`src/rtl/tdm_pkg.sv`:
```
// ----------------------------------------------------------------------------
// tdm_pkg
// Types and constants shared by the tape deck mechanism emulator modules.
// ----------------------------------------------------------------------------
`default_nettype none

package tdm_pkg;

	typedef enum logic [1:0] {
		OP_TICK   = 2'd0,
		OP_BYTE   = 2'd1,
		OP_ENABLE = 2'd2,
		OP_NONE   = 2'd3
	} tdm_op_t;

	typedef enum logic [2:0] {
		M_SETTLE   = 3'd0,
		M_WAITBTN  = 3'd1,
		M_INSERT   = 3'd2,
		M_IDLE_OUT = 3'd3,
		M_IDLE_IN  = 3'd4,
		M_START    = 3'd5,
		M_PLAY     = 3'd6
	} tdm_mode_t;

	// Step counter shared by the play sequence and the pulse generator.
	localparam logic [1:0] PH_FIRST  = 2'd0;
	localparam logic [1:0] PH_SECOND = 2'd1;
	localparam logic [1:0] PH_THIRD  = 2'd2;

	// Configuration register indexes.
	localparam logic [2:0] REG_SETTLE     = 3'd0;
	localparam logic [2:0] REG_PLAY_LEAD  = 3'd1;
	localparam logic [2:0] REG_PLAY_LOW   = 3'd2;
	localparam logic [2:0] REG_PLAY_HIGH  = 3'd3;
	localparam logic [2:0] REG_PULSE_LOW  = 3'd4;
	localparam logic [2:0] REG_PULSE_HIGH = 3'd5;

	localparam logic [9:0] SETTLE_RESET     = 10'd200;
	localparam logic [9:0] PLAY_LEAD_RESET  = 10'd300;
	localparam logic [9:0] PLAY_LOW_RESET   = 10'd337;
	localparam logic [9:0] PLAY_HIGH_RESET  = 10'd77;
	localparam logic [7:0] PULSE_LOW_RESET  = 8'd1;
	localparam logic [7:0] PULSE_HIGH_RESET = 8'd25;

	localparam logic [7:0] CMD_PLAY_A = 8'hAC;
	localparam logic [7:0] CMD_PLAY_B = 8'hA8;
	localparam logic [7:0] CMD_STOP   = 8'h00;

	typedef struct packed {
		logic [9:0] settle_ticks;
		logic [9:0] play_lead_ticks;
		logic [9:0] play_low_ticks;
		logic [9:0] play_high_ticks;
		logic [7:0] pulse_low_ticks;
		logic [7:0] pulse_high_ticks;
	} tdm_cfg_t;

	typedef struct packed {
		tdm_op_t    op;
		logic [7:0] data_byte;
		logic       enable_n;
		logic       button_n;
	} tdm_item_t;

	typedef struct packed {
		tdm_mode_t  mode;
		logic [1:0] phase;
		logic [9:0] tick_count;
		logic       clock_busy;
		logic       select_level;
		logic       switch_reg;
		logic       pulse_active;
		logic       green;
		logic       red;
		logic       drive;
	} tdm_state_t;

endpackage

`default_nettype wire

```
`src/rtl/tdm_cfg.sv`:
```
// ----------------------------------------------------------------------------
// tdm_cfg
// Configuration register file: timing values for the mechanism emulator.
// ----------------------------------------------------------------------------
`default_nettype none

module tdm_cfg import tdm_pkg::*; (
	input  wire logic       clk,
	input  wire logic       arst_n,
	input  wire logic       cfg_we,
	input  wire logic [2:0] cfg_index,
	input  wire logic [9:0] cfg_data,
	output tdm_cfg_t        cfg
);

	tdm_cfg_t cfg_q;

	always_ff @(posedge clk or negedge arst_n) begin
		if (!arst_n) begin
			cfg_q.settle_ticks     <= SETTLE_RESET;
			cfg_q.play_lead_ticks  <= PLAY_LEAD_RESET;
			cfg_q.play_low_ticks   <= PLAY_LOW_RESET;
			cfg_q.play_high_ticks  <= PLAY_HIGH_RESET;
			cfg_q.pulse_low_ticks  <= PULSE_LOW_RESET;
			cfg_q.pulse_high_ticks <= PULSE_HIGH_RESET;
		end else if (cfg_we) begin
			unique case (cfg_index)
				REG_SETTLE:     cfg_q.settle_ticks     <= cfg_data;
				REG_PLAY_LEAD:  cfg_q.play_lead_ticks  <= cfg_data;
				REG_PLAY_LOW:   cfg_q.play_low_ticks   <= cfg_data;
				REG_PLAY_HIGH:  cfg_q.play_high_ticks  <= cfg_data;
				REG_PULSE_LOW:  cfg_q.pulse_low_ticks  <= cfg_data[7:0];
				REG_PULSE_HIGH: cfg_q.pulse_high_ticks <= cfg_data[7:0];
				default: ;
			endcase
		end
	end

	assign cfg = cfg_q;

endmodule

`default_nettype wire

```
`src/rtl/tdm_step.sv`:
```
// ----------------------------------------------------------------------------
// tdm_step
// Next-state logic: applies one event item to the mechanism state.
// ----------------------------------------------------------------------------
`default_nettype none

module tdm_step import tdm_pkg::*; (
	input  wire tdm_state_t cur,
	input  wire tdm_item_t  item,
	input  wire tdm_cfg_t   cfg,
	output tdm_state_t      nxt
);

	// Mode handling on a tick. When adv is low the timed waits do not count;
	// this is the tick that just finished a clock pulse.
	function automatic tdm_state_t mode_tick(input tdm_state_t s, input logic adv,
			input logic btn, input tdm_cfg_t c);
		tdm_state_t r;
		logic [9:0] inc;
		r   = s;
		inc = s.tick_count + 10'd1;
		case (s.mode)
			M_SETTLE: begin
				r.switch_reg = 1'b0;
				if (adv) begin
					r.tick_count = inc;
					if (inc >= c.settle_ticks) begin
						r.mode       = M_WAITBTN;
						r.tick_count = '0;
					end
				end
			end
			M_WAITBTN: begin
				if (!btn) begin
					r.mode       = M_INSERT;
					r.switch_reg = 1'b1;
					r.tick_count = '0;
				end
			end
			M_INSERT: begin
				r.switch_reg = 1'b1;
				if (adv) begin
					r.tick_count = inc;
					if (inc >= c.settle_ticks) begin
						r.tick_count = '0;
						// A play command seen during startup is held in phase.
						if (s.phase == PH_SECOND) begin
							r.mode  = M_START;
							r.phase = PH_FIRST;
						end else begin
							r.mode       = M_IDLE_OUT;
							r.switch_reg = 1'b0;
							r.red        = 1'b1;
							r.green      = 1'b0;
						end
					end
				end
			end
			M_IDLE_OUT: begin
				r.red        = 1'b1;
				r.green      = 1'b0;
				r.switch_reg = 1'b0;
			end
			M_IDLE_IN: begin
				r.red        = 1'b0;
				r.green      = 1'b0;
				r.switch_reg = 1'b1;
			end
			M_START: begin
				if (s.phase == PH_FIRST) begin
					r.switch_reg = 1'b1;
					if (adv) begin
						r.tick_count = inc;
						if (inc >= c.play_lead_ticks) begin
							r.switch_reg = 1'b0;
							r.phase      = PH_SECOND;
							r.tick_count = '0;
						end
					end
				end else if (s.phase == PH_SECOND) begin
					r.switch_reg = 1'b0;
					if (adv) begin
						r.tick_count = inc;
						if (inc >= c.play_low_ticks) begin
							r.switch_reg = 1'b1;
							r.phase      = PH_THIRD;
							r.tick_count = '0;
						end
					end
				end else begin
					r.switch_reg = 1'b1;
					if (adv) begin
						r.tick_count = inc;
						if (inc >= c.play_high_ticks) begin
							r.switch_reg = 1'b0;
							r.phase      = PH_FIRST;
							r.tick_count = '0;
							r.mode       = M_PLAY;
						end
					end
				end
			end
			M_PLAY: begin
				if (!s.clock_busy) begin
					r.red          = 1'b0;
					r.green        = 1'b1;
					r.pulse_active = 1'b1;
					r.drive        = 1'b1;
					r.phase        = PH_FIRST;
					r.tick_count   = '0;
				end
			end
			default: ;
		endcase
		return r;
	endfunction

	logic [9:0] inc;
	logic       is_play;

	assign inc     = cur.tick_count + 10'd1;
	assign is_play = (item.data_byte == CMD_PLAY_A) || (item.data_byte == CMD_PLAY_B);

	always_comb begin
		nxt = cur;
		case (item.op)
			OP_TICK: begin
				if (cur.pulse_active) begin
					nxt.tick_count = inc;
					if (cur.phase == PH_FIRST) begin
						if (inc >= {2'b00, cfg.pulse_low_ticks}) begin
							nxt.drive      = 1'b0;
							nxt.phase      = PH_SECOND;
							nxt.tick_count = '0;
						end
					end else if (inc >= {2'b00, cfg.pulse_high_ticks}) begin
						nxt.pulse_active = 1'b0;
						nxt.phase        = PH_FIRST;
						nxt.tick_count   = '0;
						nxt = mode_tick(nxt, 1'b0, item.button_n, cfg);
					end
				end else begin
					nxt = mode_tick(cur, 1'b1, item.button_n, cfg);
				end
			end
			OP_BYTE: begin
				if (is_play) begin
					if (cur.mode == M_SETTLE || cur.mode == M_WAITBTN ||
							cur.mode == M_INSERT) begin
						nxt.phase = PH_SECOND;
					end else if (cur.mode == M_IDLE_OUT || cur.mode == M_IDLE_IN ||
							cur.mode == M_PLAY) begin
						nxt.mode = M_START;
						// A running pulse keeps its own timing until it ends.
						if (!cur.pulse_active) begin
							nxt.phase      = PH_FIRST;
							nxt.tick_count = '0;
						end
					end
				end else if (item.data_byte == CMD_STOP && cur.mode == M_PLAY) begin
					nxt.mode = M_IDLE_IN;
				end
			end
			OP_ENABLE: begin
				if (item.enable_n) begin
					nxt.select_level = 1'b1;
					nxt.clock_busy   = 1'b0;
				end else begin
					nxt.select_level = 1'b0;
					nxt.clock_busy   = 1'b1;
					nxt.drive        = 1'b0;
				end
			end
			default: ;
		endcase
	end

endmodule

`default_nettype wire

```
`src/rtl/tape_deck_mechanism_emulator.sv`:
```
// ----------------------------------------------------------------------------
// tape_deck_mechanism_emulator
// Cassette mechanism emulator: turns tick, command byte and enable events
// into switch, clock, select and LED levels.
//
// Channel   Direction  Handshake               Payload
// input     in         in_valid / in_stall     op, data_byte, enable_n, button_n
// result    out        out_valid / out_stall   switch_level, clock_drive_low,
//                                              select_out_n, led_red, led_run,
//                                              mode
// config    in         cfg_we                  cfg_index, cfg_data
//
// One item is accepted per cycle while in_stall is low; its result becomes valid
// when the item moves from the input register into the result register.
// The mechanism state is updated on that same move, so items are applied
// strictly in order.
// A stalled result holds the result register and, once the input register is
// also full, in_stall rises. Reset restores the default timing registers.
// ----------------------------------------------------------------------------
`default_nettype none

module tape_deck_mechanism_emulator import tdm_pkg::*; (
	input  wire logic       clk,
	input  wire logic       arst_n,
	input  wire logic       in_valid,
	output logic            in_stall,
	input  wire logic [1:0] op,
	input  wire logic [7:0] data_byte,
	input  wire logic       enable_n,
	input  wire logic       button_n,
	output logic            out_valid,
	input  wire logic       out_stall,
	output logic            switch_level,
	output logic            clock_drive_low,
	output logic            select_out_n,
	output logic            led_red,
	output logic            led_run,
	output logic [2:0]      mode,
	input  wire logic       cfg_we,
	input  wire logic [2:0] cfg_index,
	input  wire logic [9:0] cfg_data
);

	tdm_cfg_t   cfg;
	tdm_state_t state_q;
	tdm_state_t state_next;
	tdm_item_t  item_s1;
	logic       valid_s1;
	logic       out_valid_q;
	logic       advance;
	logic       in_take;
	tdm_state_t result_q;

	tdm_cfg u_cfg (
		.clk       (clk),
		.arst_n    (arst_n),
		.cfg_we    (cfg_we),
		.cfg_index (cfg_index),
		.cfg_data  (cfg_data),
		.cfg       (cfg)
	);

	tdm_step u_step (
		.cur  (state_q),
		.item (item_s1),
		.cfg  (cfg),
		.nxt  (state_next)
	);

	// The result register is free when empty or being taken this cycle.
	assign advance  = !out_valid_q || !out_stall;
	assign in_stall = valid_s1 && !advance;
	assign in_take  = in_valid && !in_stall;

	always_ff @(posedge clk or negedge arst_n) begin
		if (!arst_n) begin
			valid_s1 <= 1'b0;
		end else if (in_take) begin
			valid_s1 <= 1'b1;
		end else if (advance) begin
			valid_s1 <= 1'b0;
		end
	end

	always_ff @(posedge clk) begin
		if (in_take) begin
			item_s1.op        <= tdm_op_t'(op);
			item_s1.data_byte <= data_byte;
			item_s1.enable_n  <= enable_n;
			item_s1.button_n  <= button_n;
		end
	end

	always_ff @(posedge clk or negedge arst_n) begin
		if (!arst_n) begin
			state_q.mode         <= M_SETTLE;
			state_q.phase        <= PH_FIRST;
			state_q.tick_count   <= '0;
			state_q.clock_busy   <= 1'b0;
			state_q.select_level <= 1'b1;
			state_q.switch_reg   <= 1'b0;
			state_q.pulse_active <= 1'b0;
			state_q.green        <= 1'b0;
			state_q.red          <= 1'b1;
			state_q.drive        <= 1'b0;
			out_valid_q          <= 1'b0;
		end else if (advance) begin
			out_valid_q <= valid_s1;
			if (valid_s1) begin
				state_q <= state_next;
			end
		end
	end

	always_ff @(posedge clk) begin
		if (advance && valid_s1) begin
			result_q <= state_next;
		end
	end

	assign out_valid       = out_valid_q;
	assign switch_level    = result_q.switch_reg;
	assign clock_drive_low = result_q.drive;
	assign select_out_n    = result_q.select_level;
	assign led_red         = result_q.red;
	assign led_run         = result_q.green;
	assign mode            = result_q.mode;

endmodule

`default_nettype wire
```
`config.mk`:
```
export PLATFORM = sky130hd
export DESIGN_NAME = tape_deck_mechanism_emulator
export DESIGN_NICKNAME = d
export VERILOG_FILES = /design/src/rtl/tdm_pkg.sv /design/src/rtl/tdm_cfg.sv /design/src/rtl/tdm_step.sv /design/src/rtl/tape_deck_mechanism_emulator.sv
export SDC_FILE = /design/constraint.sdc
export NUM_CORES = 1
export LEC_CHECK = 0
export BUFFER_PORTS_ARGS = -buffer_cell sky130_fd_sc_hd__buf_2
export CAP_MARGIN = 20
export CORE_UTILIZATION = 45
export DETAILED_ROUTE_END_ITERATION = 8
export PLACE_DENSITY = 0.7
export SETUP_SLACK_MARGIN = 0.5
export SYNTH_ARGS = -nofsm -noshare
export SYNTH_HDL_FRONTEND = slang
export SYNTH_SLANG_ARGS = --single-unit
```
`constraint.sdc`:
```
create_clock -name clk -period 5.7 [get_ports clk]
set_input_delay 0.57 -clock clk [delete_from_list [all_inputs] [get_ports clk]]
set_output_delay 0.57 -clock clk [all_outputs]
set_load 0.05 [all_outputs]
```
## Yosys cells after proc, flatten, opt, wreduce, memory -nomap -nowiden

Cells that the tools add are included.

- Register bits after elaboration: 100
- Bits of input ports: 30
- Output and inout bits: 10
- Word-level logic and storage cells: 163

- Add/subtract/negate cells: 1
- $lt $le $gt $ge: 6
- Equality and inequality tests: 33
- Muxes and demuxes: 60
- Bitwise gates (word level): 1
- Reductions and logical operators: 34

Operators by type and width:

| operator | count |
|---|---|
| 12-bit two-way mux | 9 |
| 10-bit case mux with 5 select lines | 1 |
| 15-bit two-way mux | 3 |
| 22-bit two-way mux | 2 |
| 10-bit >= comparator | 4 |
| 10-bit two-way mux | 3 |
| 3-bit two-way mux | 10 |
| 15-bit case mux with 2 select lines | 1 |
| 10-bit by 8-bit >= comparator with 1-bit output | 2 |
| 8-bit == test, second input constant | 2 |
| 3-bit == test, second input constant | 5 |
| 1-bit two-way mux | 15 |
| 15-bit AND reduction | 1 |
| 2-bit AND reduction | 7 |
| 3-bit by 2-bit == test with 1-bit output, second input constant | 4 |
| 4-bit by 3-bit != test with 1-bit output, second input constant | 3 |
| 2-bit case mux with 3 select lines | 2 |
| 3-bit case mux with 4 select lines | 1 |
| 10-bit by 1-bit adder with 10-bit output, second input constant | 1 |
| 2-bit two-way mux | 5 |
| 10-bit AND reduction | 1 |
| 8-bit zero test | 1 |
| 4-bit two-way mux | 2 |
| 4-bit != test, second input constant | 2 |
| 30 further kinds | 48 |

## Longest topological paths before layout

- Depth in word-level cells: 8
- Mapped depth: 14
- Mapped depth without buffers: 13

## Hierarchy

From an unflattened synthesis, not the netlist that was laid out.

- Cells, all modules: 621
- Area total of the unflattened synthesis: 6601.3 sq um

By module, submodules not included:

| module | times used | cells each | area each (sq um) | sequential area each (sq um) |
|---|---|---|---|---|
| tdm_step | 1 | 424 | 2796.4 | 0.0 |
| tdm_cfg | 1 | 123 | 2283.4 | 1425.1 |
| tape_deck_mechanism_emulator | 1 | 74 | 1521.5 | 1203.7 |

## Worst setup path before layout

No wires, ideal clock.

- Path kind: register -> register
- Start point: register state_q[7] in the netlist's numbering
- End point: register state_q[17] in the netlist's numbering
- Library setup time: 0.125 ns
- Arrival: 3.211 ns
- Data required time: 5.575 ns
- Setup slack: 2.364 ns
- Cell stages (with the launch flop): 14
- Path buffers: 0
- Period minus slack after synthesis: 3.336 ns
- Cell sequence: dfrtp_1 > nand3_2 > nor2_1 > and3_1 > nor2b_1 > or2_2 > ha_1 > a211oi_1 > nor2_1 > a311oi_1 > o21a_1 > nor4b_1 > a211o_1 > mux2_4

- Longest elaborated chain between the ends: 4

Ends and longest elaborated chain:

| element | line | source |
|---|---|---|
| start, declared | tape_deck_mechanism_emulator.sv:45 | `tdm_state_t state_q;` |
| start signal, assigned | tape_deck_mechanism_emulator.sv:110 | `state_q <= state_next;` |
| 10-bit by 1-bit adder with 10-bit output (*) | tdm_step.sv:21, tdm_step.sv:121 |  |
| 10-bit >= comparator, or another cell as far along | tdm_step.sv:84 | `if (inc >= c.play_low_ticks) begin` |
| 6-bit != test (no source line), or another cell as far along | - |  |
| 15-bit AND reduction (no source line) (*) | - |  |

Every way passes the cells marked *; elsewhere a longest branch is shown, timed or not.
A chain may end at the register's enable or synchronous reset.

## Worst setup path after layout

Same ends and word-level chain as after synthesis.

==> tab_implementation.tex <==
\begin{tabular}{lr}
\hline
Metric & Value \\
\hline
\multicolumn{2}{l}{\textbf{Place}} \\
Port Buffer Count & 39 \\
Pre-CTS WS & 1.64 ns \\
Gpl congestion & 0.912 \\
Detailed placement HPWL & $\sim$12 mm \\
\multicolumn{2}{l}{\textbf{Clock tree}} \\
CTS Sinks & 100 \\
Clock transition time at the flip-flop clock pins of the worst setup and hold paths & around 0.070 ns \\
H-tree depth & 3 \\
Resize count post-CTS & 0 \\
Number of CTS-inserted buffers & 9 \\
Hold-fix buffers at CTS & 0 \\
Buffer cell driving the clock tree root & clkbuf\_16 \\
CTS tree & yes \\
Worst-skew pair later-pin latency & 0.36 ns \\
Buffers inserted by post-CTS timing repair & 0 \\
Clock tree buffer depth & 2 \\
\multicolumn{2}{l}{\textbf{Logic synthesis}} \\
Flop and latch count out of synthesis & 100 \\
Sequential share of the synthesized area & 41.3\% \\
Number of enable flip-flop cells after synthesis & 20 \\
Mapped cell area & 0.00637 mm\^{}2 \\
Share of async-settable or async-resettable flops after synthesis & 80.0\% \\
Synthesis warning total & 0 \\
Count of distinct cell types in the synthesized netlist & 81 \\
Leading register cell type out of synthesis & dfrtp\_1 \\
Synthesized instance count & 661 \\
Syn avg cell area & 9.64 um\^{}2 \\
Syn nets & 752 \\
\multicolumn{2}{l}{\textbf{Global route}} \\
Antenna violations before repair & 0 \\
Overflow after GRT & 0 \\
Global-route wire length before repair & 26.1 mm \\
Largest net degree at the start of global routing & 81 \\
Total routing resource utilization after global routing & 23.4\% \\
Number of global-route vias before repair & 5037 \\
\multicolumn{2}{l}{\textbf{Critical path}} \\
Arr. time, crit path & 4.37 ns \\
WP data required & 5.95 ns \\
Classification of the worst setup path & reg -> reg \\
Crit-path max FO & 15 \\
Worst setup SP type & flip-flop \\
Crit path capture type & flip-flop \\
\multicolumn{2}{l}{\textbf{Route}} \\
Total via count in the routed design & 5144 \\
Wire length per cell after detailed routing & roughly 18 um \\
Per-cell via count in the routed design & 5.82 \\
Starting DRT DRC Count & 369 \\
WL final & 16.0 mm \\
Number of antenna-violating nets in the routed design & 0 \\
Length of the first detailed-routing pass in iterations & 5 \\
DRC violation count after routing & 0 \\
\multicolumn{2}{l}{\textbf{Cells and area}} \\
Net count, final & 790 \\
Synthesis-to-finish area growth & 11.2\% \\
Layout cells sized above 1 & 20.0\% \\
Utilization after layout & 51.2\% \\
Commonest cells after routing, fill and taps aside & 77 x nand2\_1, 66 x inv\_1, 61 x ha\_1, 59 x dfrtp\_1, 55 x o21ai\_0 \\
ANT cells & 0 \\
Most frequent standard cell in the layout excluding fill and tap cells & nand2\_1 \\
\multicolumn{2}{l}{\textbf{Pwr}} \\
Int Pwr & 1.54 mW \\
Highest ir drop seen on vdd & 170 uV \\
Register share of total power & 41.6\% \\
Power density over cell area & 341 mW/mm\^{}2 \\
Power share of the clock group & 26.0\% \\
Switching fraction of total power & 36.4\% \\
Static Leakage & 3.14 nW \\
P\_sw & between 0.8 and 0.9 mW \\
Logic pwr share & 32.4\% \\
\multicolumn{2}{l}{\textbf{STA}} \\
Worst slew pin tran & $\sim$0.9 ns \\
Rel. slew slack & 40.9\% \\
Time the worst path needs with I/O delays and setup & 4.12 ns \\
RSZ-0062 raised after global routing & false \\
Final period utilization & 72.3\% \\
Worst setup skew after layout & 0.00639 ns \\
Final Max Slew Viols & 0 \\
Setup total negative slack & 0 ns \\
Setup ws final & 1.58 ns \\
Final setup violation count & 0 \\
Final Hold Viols & 0 \\
Achievable clock frequency & 243 MHz \\
\multicolumn{2}{l}{\textbf{Floorplan}} \\
Starting Density & 46.1\% \\
Horizontal die dimension & 121 um \\
Count of boundary I/O pins & 40 \\
Die outline height & 121 um \\
Floorplan Core Area & 0.0138 mm\^{}2 \\
Number of placement rows & 43 \\
Die Footprint & $\sim$0.015 mm\^{}2 \\
\multicolumn{2}{l}{\textbf{Flow run}} \\
Max Cap Viol & 0 \\
\multicolumn{2}{l}{\textbf{Status}} \\
Run status & completed \\
\multicolumn{2}{l}{\textbf{Hold path}} \\
Tightest Hold Check Type & in -> async \\
\hline
\end{tabular}
==> critical path: stages (launching register included) <==
cell and delay (ns):
dfrtp_1 0.55, ha_1 0.31, and3_2 0.25, nand3_1 0.14
xnor2_1 0.73, ha_1 0.37, nand2_1 0.08, o21ai_0 0.08
a21oi_1 0.30, o21ai_0 0.23, a21oi_4 0.43, a211o_1 0.23
mux2_4 0.30
==> registers in the layout (all words and copies together), names as in the netlist <==
signal and cells:
select_out_n 1, state_q 22, led_red 1, u_cfg.cfg 56, item_s1 12, mode 3, clock_drive_low 1, out_valid 1
valid_s1 1, led_run 1, switch_level 1
==> per-layer routing <==
layer  up-vias  global-route usage [%]  routed length [um]
met5         -                       0                   0
li1       2481                       -                   -
met3        24                    2.73                 809
met2       148                    36.2                7570
met1      2491                    32.4                7240
met4         0                    11.8                 393
==> metrics by stage <==
step | std cells | hold slack, ns | instance area [um^2] | total power [mW]
after floorplan | 661 | 0.274 | 6370 | 1.54
after global placement | 866 | 0.454 | 6750 | 1.75
after detailed placement | 866 | 0.474 | 6750 | 1.78
after CTS | 882 | 0.374 | 7050 | 2.42
after global routing | 884 | 0.0534 | 7090 | 2.56
final | 884 | 0.0497 | 7090 | 2.41
==> cells in the mapped netlist (6+ instances only) <==
master,count,area share (%)
nand2_1,77,4.5
inv_1,66,3.9
ha_1,61,12
dfrtp_1,59,23
o21ai_0,55,4.3
nor2_1,34,2.0
mux2_2,28,4.9
a21oi_1,22,1.7
dfstp_2,21,8.7
edfxtp_1,20,9.4
nand3_1,18,1.4
nor3_1,14,1.1
clkbuf_1,12,0.71
a31oi_1,11,1.1
nand2b_1,10,0.98
a211oi_1,9,1.1
nor2b_1,8,0.79
o211ai_1,7,0.82
o21ai_1,7,0.55
o31ai_1,6,0.71
==> final timing paths <==
kind / start / to / slack [ns] / depth (start not counted)
min in group clk: data_byte[0] / item_s1[2] / 0.39 / 1
hold / removal: arst_n / state_q[21] / 0.05 / 1
hold reg to reg: valid_s1 / out_valid / 0.48 / 1
setup reg to reg: state_q[7] / state_q[17] / 1.58 / 12
max in group asynchronous: arst_n / state_q[5] / 5.00 / 2
setup / recovery: state_q[7] / state_q[17] / 1.58 / 12
==> kinds of logic (layout without fill, tap and decap cells) <==
family / after synthesis / after routing / synth area share [%]
xor+xnor: 7 / 7 / 0.962
mux: 29 / 29 / 5.18
flops: 100 / 100 / 41.3
compound gates: 178 / 178 / 19.9
fa+ha+maj: 61 / 61 / 12.0
buf+inv: 84 / 127 / 5.14
simple gates: 202 / 202 / 15.6
==> cell type report <==
type | count | area, um^2
Clock buffer | 9 | 225
Clock inverter | 7 | 75.1
Fill cell | 1249 | 6740
Inverter | 67 | 251
Multi-Input combinational cell | 477 | 3420
Sequential cell | 100 | 2630
Tap cell | 180 | 225
Timing Repair Buffer | 44 | 259
==> power by group through the flow <==
stage / sequential (mW) / clock (mW) / combinational, mW
2_1_floorplan: 1.00 / 0 / 0.542
6_report: 1.00 / 0.627 / 0.782
5_1_grt: 1.02 / 0.664 / 0.876
4_1_cts: 1.00 / 0.643 / 0.771
3_5_place_dp: 1.01 / 0 / 0.764
3_3_place_gp: 1.01 / 0 / 0.745
Power figures use the tool's default switching activity.
